## src/hdl/sbsm_pkg.sv

```systemverilog
`timescale 1ns / 1ps
// ---------------------------------------------------------------------------
// sbsm_pkg
// Shared types, codes and helpers for the serial bank-switch mapper.
// ---------------------------------------------------------------------------
package sbsm_pkg;

  // Access kinds on the input channel.
  localparam logic [1:0] FUNC_CPU_READ  = 2'd0;
  localparam logic [1:0] FUNC_CPU_WRITE = 2'd1;
  localparam logic [1:0] FUNC_PPU_READ  = 2'd2;
  localparam logic [1:0] FUNC_PPU_WRITE = 2'd3;

  // Memory targets.
  localparam logic [1:0] TGT_NONE    = 2'd0;
  localparam logic [1:0] TGT_PRG_RAM = 2'd1;
  localparam logic [1:0] TGT_PRG_ROM = 2'd2;
  localparam logic [1:0] TGT_CHR     = 2'd3;

  // Mirroring modes.
  localparam logic [1:0] MIRROR_ONE_LOWER = 2'd0;
  localparam logic [1:0] MIRROR_ONE_UPPER = 2'd1;
  localparam logic [1:0] MIRROR_VERT      = 2'd2;
  localparam logic [1:0] MIRROR_HORIZ     = 2'd3;

  // Serial register select, address bits 14:13.
  localparam logic [1:0] SEL_CONTROL = 2'd0;
  localparam logic [1:0] SEL_CHR0    = 2'd1;
  localparam logic [1:0] SEL_CHR1    = 2'd2;
  localparam logic [1:0] SEL_PRG     = 2'd3;

  // PRG banking modes, control bits 3:2.
  localparam logic [1:0] PRG_MODE_32K_A   = 2'd0;
  localparam logic [1:0] PRG_MODE_32K_B   = 2'd1;
  localparam logic [1:0] PRG_MODE_FIX_LOW = 2'd2;
  localparam logic [1:0] PRG_MODE_FIX_HI  = 2'd3;

  // Configuration register indexes.
  localparam logic [1:0] REG_PRG_BANK_COUNT = 2'd0;
  localparam logic [1:0] REG_HEADER_MIRROR  = 2'd1;

  localparam logic [5:0] PRG_BANK_COUNT_RST = 6'd16;
  localparam logic [4:0] CONTROL_RST        = 5'h1c;
  localparam logic [4:0] PRG_MODE3_BITS     = 5'h0c;
  localparam logic [2:0] LAST_SHIFT_COUNT   = 3'd4;
  localparam logic [5:0] MAX_PRG_BANKS      = 6'd32;

  typedef struct packed {
    logic [4:0] prg_low;
    logic [4:0] prg_high;
    logic [4:0] chr_low;
    logic [4:0] chr_high;
    logic       ram_disabled;
  } bank_state_t;

  typedef struct packed {
    logic [1:0]  target;
    logic [18:0] target_addr;
    logic        target_write;
    logic [7:0]  target_data;
    logic        accepted;
    logic [1:0]  mirror_mode;
  } result_t;

  // Index of the last 16 KB bank, with the count clamped to 1..32.
  function automatic logic [4:0] last_bank(input logic [5:0] count);
    logic [5:0] n;
    begin
      n = count;
      if (n == 6'd0) begin
        n = 6'd1;
      end else if (n > MAX_PRG_BANKS) begin
        n = MAX_PRG_BANKS;
      end
      last_bank = 5'(n - 6'd1);
    end
  endfunction

  function automatic logic [1:0] header_mirror(input logic vertical);
    header_mirror = vertical ? MIRROR_VERT : MIRROR_HORIZ;
  endfunction

endpackage

```

## src/hdl/sbsm_regs.sv

```systemverilog
`timescale 1ns / 1ps
// ---------------------------------------------------------------------------
// sbsm_regs
// Serial load, control, bank and configuration registers. Configuration
// writes win; otherwise state moves on when a request is accepted.
// ---------------------------------------------------------------------------
module sbsm_regs (
  input  logic                 clk,
  input  logic                 rst_n,
  input  logic                 cfg_valid,
  input  logic [1:0]           cfg_index,
  input  logic [5:0]           cfg_data,
  input  logic                 req_accept,
  input  logic [1:0]           req_func,
  input  logic [15:0]          req_addr,
  input  logic [7:0]           req_data,
  output sbsm_pkg::bank_state_t banks,
  output logic [1:0]           mirror_nxt,
  output logic                 reg_accepted
);

  logic [5:0] prg_bank_count_r;
  logic [4:0] shift_r, shift_nxt;
  logic [2:0] count_r, count_nxt;
  logic [4:0] control_r, control_nxt;
  logic [1:0] mirror_r;
  sbsm_pkg::bank_state_t banks_r, banks_nxt;
  logic [4:0] shift_in;
  logic       reg_write;

  assign shift_in  = {req_data[0], shift_r[4:1]};
  assign reg_write = (req_func == sbsm_pkg::FUNC_CPU_WRITE) && req_addr[15];
  assign reg_accepted = !req_data[7];

  always_comb begin
    shift_nxt   = shift_r;
    count_nxt   = count_r;
    control_nxt = control_r;
    mirror_nxt  = mirror_r;
    banks_nxt   = banks_r;
    if (reg_write) begin
      if (req_data[7]) begin
        shift_nxt   = '0;
        count_nxt   = '0;
        control_nxt = control_r | sbsm_pkg::PRG_MODE3_BITS;
      end else if (count_r < sbsm_pkg::LAST_SHIFT_COUNT) begin
        shift_nxt = shift_in;
        count_nxt = count_r + 3'd1;
      end else begin
        // Fifth write: the collected value goes to the selected register.
        shift_nxt = '0;
        count_nxt = '0;
        case (req_addr[14:13])
          sbsm_pkg::SEL_CONTROL: begin
            control_nxt = shift_in;
            mirror_nxt  = shift_in[1:0];
          end
          sbsm_pkg::SEL_CHR0: begin
            if (control_r[4]) begin
              banks_nxt.chr_low = shift_in;
            end else begin
              banks_nxt.chr_low  = {shift_in[4:1], 1'b0};
              banks_nxt.chr_high = {shift_in[4:1], 1'b1};
            end
            banks_nxt.ram_disabled = shift_in[4];
          end
          sbsm_pkg::SEL_CHR1: begin
            // In 8 KB mode the second CHR register is ignored.
            if (control_r[4]) begin
              banks_nxt.chr_high     = shift_in;
              banks_nxt.ram_disabled = shift_in[4];
            end
          end
          default: begin
            case (control_r[3:2])
              sbsm_pkg::PRG_MODE_32K_A, sbsm_pkg::PRG_MODE_32K_B: begin
                banks_nxt.prg_low  = {1'b0, shift_in[3:1], 1'b0};
                banks_nxt.prg_high = {1'b0, shift_in[3:1], 1'b1};
              end
              sbsm_pkg::PRG_MODE_FIX_LOW: begin
                banks_nxt.prg_low  = '0;
                banks_nxt.prg_high = {1'b0, shift_in[3:0]};
              end
              default: begin
                banks_nxt.prg_low  = {1'b0, shift_in[3:0]};
                banks_nxt.prg_high = sbsm_pkg::last_bank(prg_bank_count_r);
              end
            endcase
          end
        endcase
      end
    end
  end

  always_ff @(posedge clk) begin
    if (!rst_n) begin
      prg_bank_count_r <= sbsm_pkg::PRG_BANK_COUNT_RST;
      shift_r   <= '0;
      count_r   <= '0;
      control_r <= sbsm_pkg::CONTROL_RST;
      mirror_r  <= sbsm_pkg::header_mirror(1'b0);
      banks_r.prg_low      <= '0;
      banks_r.prg_high     <= sbsm_pkg::last_bank(sbsm_pkg::PRG_BANK_COUNT_RST);
      banks_r.chr_low      <= '0;
      banks_r.chr_high     <= '0;
      banks_r.ram_disabled <= 1'b0;
    end else if (cfg_valid) begin
      // The user must write configuration only while no request is in flight; the block does not enforce this.
      case (cfg_index)
        sbsm_pkg::REG_PRG_BANK_COUNT: begin
          prg_bank_count_r <= cfg_data;
          banks_r.prg_high <= sbsm_pkg::last_bank(cfg_data);
        end
        sbsm_pkg::REG_HEADER_MIRROR: begin
          mirror_r <= sbsm_pkg::header_mirror(cfg_data[0]);
        end
        default: begin
        end
      endcase
    end else if (req_accept) begin
      shift_r   <= shift_nxt;
      count_r   <= count_nxt;
      control_r <= control_nxt;
      mirror_r  <= mirror_nxt;
      banks_r   <= banks_nxt;
    end
  end

  assign banks = banks_r;

endmodule

```

## src/hdl/sbsm_xlate.sv

```systemverilog
`timescale 1ns / 1ps
// ---------------------------------------------------------------------------
// sbsm_xlate
// Address translation: decodes one request against the current bank state
// and builds the result item.
// ---------------------------------------------------------------------------
module sbsm_xlate (
  input  logic [1:0]            req_func,
  input  logic [15:0]           req_addr,
  input  logic [7:0]            req_data,
  input  sbsm_pkg::bank_state_t banks,
  input  logic [1:0]            mirror_nxt,
  input  logic                  reg_accepted,
  output sbsm_pkg::result_t     result
);

  logic       is_write;
  logic [4:0] chr_bank;
  logic [4:0] prg_bank;

  assign is_write = req_func[0];
  assign chr_bank = req_addr[12] ? banks.chr_high : banks.chr_low;
  assign prg_bank = req_addr[14] ? banks.prg_high : banks.prg_low;

  always_comb begin
    result.target      = sbsm_pkg::TGT_NONE;
    result.target_addr = '0;
    result.accepted    = 1'b0;
    if (req_func[1]) begin
      result.target      = sbsm_pkg::TGT_CHR;
      result.target_addr = {2'b00, chr_bank, req_addr[11:0]};
      result.accepted    = 1'b1;
    end else if (req_addr < 16'h6000) begin
      result.accepted = 1'b0;
    end else if (!req_addr[15]) begin
      if (!banks.ram_disabled) begin
        result.target      = sbsm_pkg::TGT_PRG_RAM;
        result.target_addr = {6'd0, req_addr[12:0]};
        result.accepted    = 1'b1;
      end
    end else if (is_write) begin
      result.accepted = reg_accepted;
    end else begin
      result.target      = sbsm_pkg::TGT_PRG_ROM;
      result.target_addr = {prg_bank, req_addr[13:0]};
      result.accepted    = 1'b1;
    end
    result.target_write = (result.target != sbsm_pkg::TGT_NONE) && is_write;
    result.target_data  = result.target_write ? req_data : 8'd0;
    result.mirror_mode  = mirror_nxt;
  end

endmodule

```

## src/hdl/serial_bank_switch_mapper.sv

```systemverilog
`timescale 1ns / 1ps
// A result is registered and shows the cycle after its request is accepted.
// Throughput: one request per cycle when not stalled; the output register
// frees as it is taken. A stalled result holds there while ready is low.
// Synchronous active-low reset restores bank, control and configuration
// registers to their power-on values and empties the output register.
// ---------------------------------------------------------------------------
// serial_bank_switch_mapper
// Cartridge bank-switch mapper with a serially loaded register set and
// CPU/PPU address translation.
// ---------------------------------------------------------------------------
module serial_bank_switch_mapper (
  input  logic        clk,
  input  logic        rst_n,
  input  logic        cfg_valid,
  output logic        cfg_ready,
  input  logic [1:0]  cfg_index,
  input  logic [5:0]  cfg_data,
  input  logic        in_valid,
  output logic        in_ready,
  input  logic [1:0]  in_func,
  input  logic [15:0] in_bus_addr,
  input  logic [7:0]  in_write_data,
  output logic        out_valid,
  input  logic        out_ready,
  output logic [1:0]  out_target,
  output logic [18:0] out_target_addr,
  output logic        out_target_write,
  output logic [7:0]  out_target_data,
  output logic        out_accepted,
  output logic [1:0]  out_mirror_mode
);

  sbsm_pkg::bank_state_t banks;
  sbsm_pkg::result_t     result;
  sbsm_pkg::result_t     result_r;
  logic [1:0] mirror_nxt;
  logic       reg_accepted;
  logic       req_accept;
  logic       out_valid_r;

  assign cfg_ready  = 1'b1;
  assign in_ready   = !out_valid_r || out_ready;
  assign req_accept = in_valid && in_ready;

  sbsm_regs u_regs (
    .clk          (clk),
    .rst_n        (rst_n),
    .cfg_valid    (cfg_valid),
    .cfg_index    (cfg_index),
    .cfg_data     (cfg_data),
    .req_accept   (req_accept),
    .req_func     (in_func),
    .req_addr     (in_bus_addr),
    .req_data     (in_write_data),
    .banks        (banks),
    .mirror_nxt   (mirror_nxt),
    .reg_accepted (reg_accepted)
  );

  sbsm_xlate u_xlate (
    .req_func     (in_func),
    .req_addr     (in_bus_addr),
    .req_data     (in_write_data),
    .banks        (banks),
    .mirror_nxt   (mirror_nxt),
    .reg_accepted (reg_accepted),
    .result       (result)
  );

  always_ff @(posedge clk) begin
    if (!rst_n) begin
      out_valid_r <= 1'b0;
    end else if (req_accept) begin
      out_valid_r <= 1'b1;
    end else if (out_ready) begin
      out_valid_r <= 1'b0;
    end
  end

  always_ff @(posedge clk) begin
    if (req_accept) begin
      result_r <= result;
    end
  end

  assign out_valid        = out_valid_r;
  assign out_target       = result_r.target;
  assign out_target_addr  = result_r.target_addr;
  assign out_target_write = result_r.target_write;
  assign out_target_data  = result_r.target_data;
  assign out_accepted     = result_r.accepted;
  assign out_mirror_mode  = result_r.mirror_mode;

endmodule

```

## config.mk

```make
export PLATFORM = sky130hd
export DESIGN_NAME = serial_bank_switch_mapper
export DESIGN_NICKNAME = d
export VERILOG_FILES = /design/src/hdl/sbsm_pkg.sv /design/src/hdl/sbsm_regs.sv /design/src/hdl/sbsm_xlate.sv /design/src/hdl/serial_bank_switch_mapper.sv
export SDC_FILE = /design/constraint.sdc
export NUM_CORES = 1
export LEC_CHECK = 0
export BUFFER_PORTS_ARGS = -buffer_cell sky130_fd_sc_hd__buf_2
export CAP_MARGIN = 20
export CORE_ASPECT_RATIO = 1.75
export CORE_MARGIN = 2
export CORE_UTILIZATION = 54
export CTS_CLUSTER_DIAMETER = 120
export DETAILED_ROUTE_END_ITERATION = 8
export PLACE_DENSITY_LB_ADDON = 0.05
export SLEW_MARGIN = 10
export SYNTH_ARGS = -nofsm -noshare
export SYNTH_HDL_FRONTEND = slang
export SYNTH_SLANG_ARGS = --single-unit
```

## constraint.sdc

```tcl
create_clock -name clk -period 2.8 [get_ports clk]
set_clock_uncertainty 0.1 [all_clocks]
set_input_delay 0.84 -clock clk [delete_from_list [all_inputs] [get_ports clk]]
set_output_delay 0.84 -clock clk [all_outputs]
set_load 0.01 [all_outputs]
```

==> out/metrics.csv <==
metric;value;unit
#FFs+latches synth;72;
top-area cell type share of the netlist area;30.0;%
Setup crit end kind;primary output;
worst r2r path cells;3;
post-layout util;67.8;%
met1 Resource Use GR;23.5;%
Final Cycle Share;85.9;%
Routed WL;6970;µm
port bufs;73;
WHS Path Cells;2;
Inst Count DP;463;
Post-DP HPWL;5250;µm
VDD IR-drop max;0.377;mV
I/O pin count;75;
worst min-delay path class;flip-flop to flip-flop;
die area;6780;µm²
top cells by area, synth;edfxtp_1 (30%), dfxtp_1 (24%), mux2i_1 (6.1%), a21oi_1 (3.8%), nand2_1 (3.6%);
share of cells above drive strength 1;25.7;%
ant diodes;0;
Hold Crit Start;u_regs.banks[16];
GR peak layer;met2;
Final Instance Area;3990;µm²
Layout Nets;442;
Root Buffer;clkbuf_8;
post-synthesis sequential area ratio;53.7;%
Crit path required time;1.86;ns
routed vias;2600;
Area Overhead vs Synth;20.9;%
Setup TNS;0;ns
Final ANT Viol Nets;0;
antenna violations before repair;0;
Via density;5.43;
ys async rst share;0;%
clock sink total;72;
TritonCTS buffer count;9;
Post-CTS Setup Repair Bufs;0;
min Tclk post-route;2.40;ns
1st-pass router iterations;4;
Yosys top cell by area;edfxtp_1;
total core area;5880;µm²
multi-input combinational cell area;1390;µm²
Max-Cap Viols;0;
LEAKAGE;1.62;nW
Reg area;1770;µm²
Reg-to-Reg End;out_accepted;
vias in the first global route;2470;
syn_nets;369;
CP max FO;9;
FF-to-FF setup slack;0.95;ns
gr ovfl total;0;
met2 GRT Util;40.8;%
Max clock buf depth;2;
Placement Cell Area;3740;µm²
CTS resizes;0;
fmax;416;MHz
clock latency on the worst-skew pair;0.34;ns
final hold violation count;0;
Post-synth top flop;dfxtp_1;
Initial Utilization;56.1;%
# setup viols final;0;
Clock Pin Slew Worst Setup and Hold Paths;0.07;ns
DR WL/cell;14.5;µm
gpl congestion;0.814;
global-route wire length before repair;11500;µm
final non-filler cell total;479;
Hold EP;u_regs.banks[16];
CTS tree;done;
synthesized area per cell;10.2;µm²
hold buffer count at CTS;0;
RR Startpoint;u_regs.banks[0];
worst hold slack;0.356;ns
P per Cell Area;593;nW/µm²
height of the die;107;µm
gr usage total;22.2;%
Fillers;489;
pin count of the biggest net entering global routing;32;
row count;37;
Cell variety after synth;48;
warning count from the yosys run;0;
Die Span X;63.1;µm
DR iter-0 viols;117;
DRC;0;
synthesized area;3300;µm²
Slew HR;33.6;%
htree depth;3;
transition time of the tightest slew-check pin;0.996;ns
number of cells produced by synthesis;323;
met3 Use GR;5.33;%
RSZ-0062 raised after global routing;no;
Max Slew Vio Count;0;
worst setup path class;input port to primary output;
Post-synth EDFFs;33;
CP startpoint kind;input port;
crit path DAT;1.46;ns
outcome;finished clean;
-- where the power goes --
group	internal [mW]	leakage, nW	switching [mW]	total, mW
registers	1.14	0.638	0.0117	1.15
clock network	0.598	0.117	0.385	0.984
logic	0.0947	0.868	0.132	0.226
total	1.84	1.62	0.529	2.36
-- cells by family after synthesis --
kind of cell / after synthesis / share of synthesized area (%)
and+or+nand+nor: 124 / 19.9
muxes: 22 / 6.86
other: 1 / 0.114
buffers and inverters: 33 / 4.32
xor gates and xnor gates: 2 / 0.531
adders and majority gates: 7 / 2.65
DFF: 72 / 53.7
AOI/OAI and AO/OA: 62 / 11.9
-- cells in the mapped netlist, drive strengths merged (3+ instances only) --
cell	count
a21oi	26
and2	3
and3	10
buf	10
clkbuf	9
dfxtp	39
edfxtp	33
ha	7
inv	14
mux2i	20
nand2	32
nand2b	6
nand3	17
nand4	7
nor2	18
nor2b	15
nor3	6
nor4	3
o211ai	3
o21ai	13
o22ai	7
-- layer usage --
layer / share of wire, % / up-vias
met3: 4.5 / 17
met2: 55 / 75
met1: 38 / 1207
met5: 0 / -
met4: 2.8 / 0
li1: - / 1301
-- final cells by class --
cell class	instances	area share [%]
clock inverter	6	2.89
timing repair buffer	81	11.0
clock buffer	10	3.20
multi-input combinational	218	34.7
sequential	72	44.4
tap	78	2.45
inverter	14	1.32
-- registers in the layout (all words and copies together), names as in the netlist --
name,flops
u_regs.banks,20
out_target_addr,19
out_target_data,8
u_regs.prg_bank_count_r,6
u_regs.shift_r,4
u_regs.control_r,3
u_regs.count_r,3
out_mirror_mode,2
out_target,2
u_regs.mirror_r,2
out_accepted,1
out_target_write,1
out_valid,1
-- worst max-delay path: stages --
cell	delay (ns)
buf_2	0.09
nand2b_1	0.30
buf_2	0.23
-- stage by stage --
| stage | setup WS (ns) | power (mW) |
|---|---|---|
| floorplan | 0.158 | 1.31 |
| global placement | 0.240 | 1.40 |
| detailed placement | 0.171 | 1.41 |
| CTS | 0.409 | 2.39 |
| global route | 0.312 | 2.45 |
| finish | 0.396 | 2.36 |
-- worst max-delay path by stage --
stage | startpoint | end | slack, ns | depth (start not counted)
floorplan | out_ready | u_regs.control_r[4] | 0.16 | 6
global placement | in_bus_addr[14] | out_accepted | 0.24 | 5
detailed placement | in_bus_addr[14] | out_accepted | 0.17 | 5
CTS | out_ready | in_ready | 0.41 | 3
global route | in_bus_addr[14] | out_accepted | 0.31 | 5
finish | out_ready | in_ready | 0.40 | 3
-- placed cells by master, fill, tap and decap left out, drive strengths merged, types with 10 or more instances in the layout --
| cell | count |
|---|---|
| nand3 | 17 |
| clkbuf | 10 |
| dfxtp | 39 |
| mux2i | 20 |
| edfxtp | 33 |
| nor2b | 15 |
| nor2 | 18 |
| a21oi | 26 |
| o21ai | 13 |
| nand2 | 32 |
| buf | 81 |
| inv | 16 |
| and3 | 10 |
(Power assumes the default switching activity.)
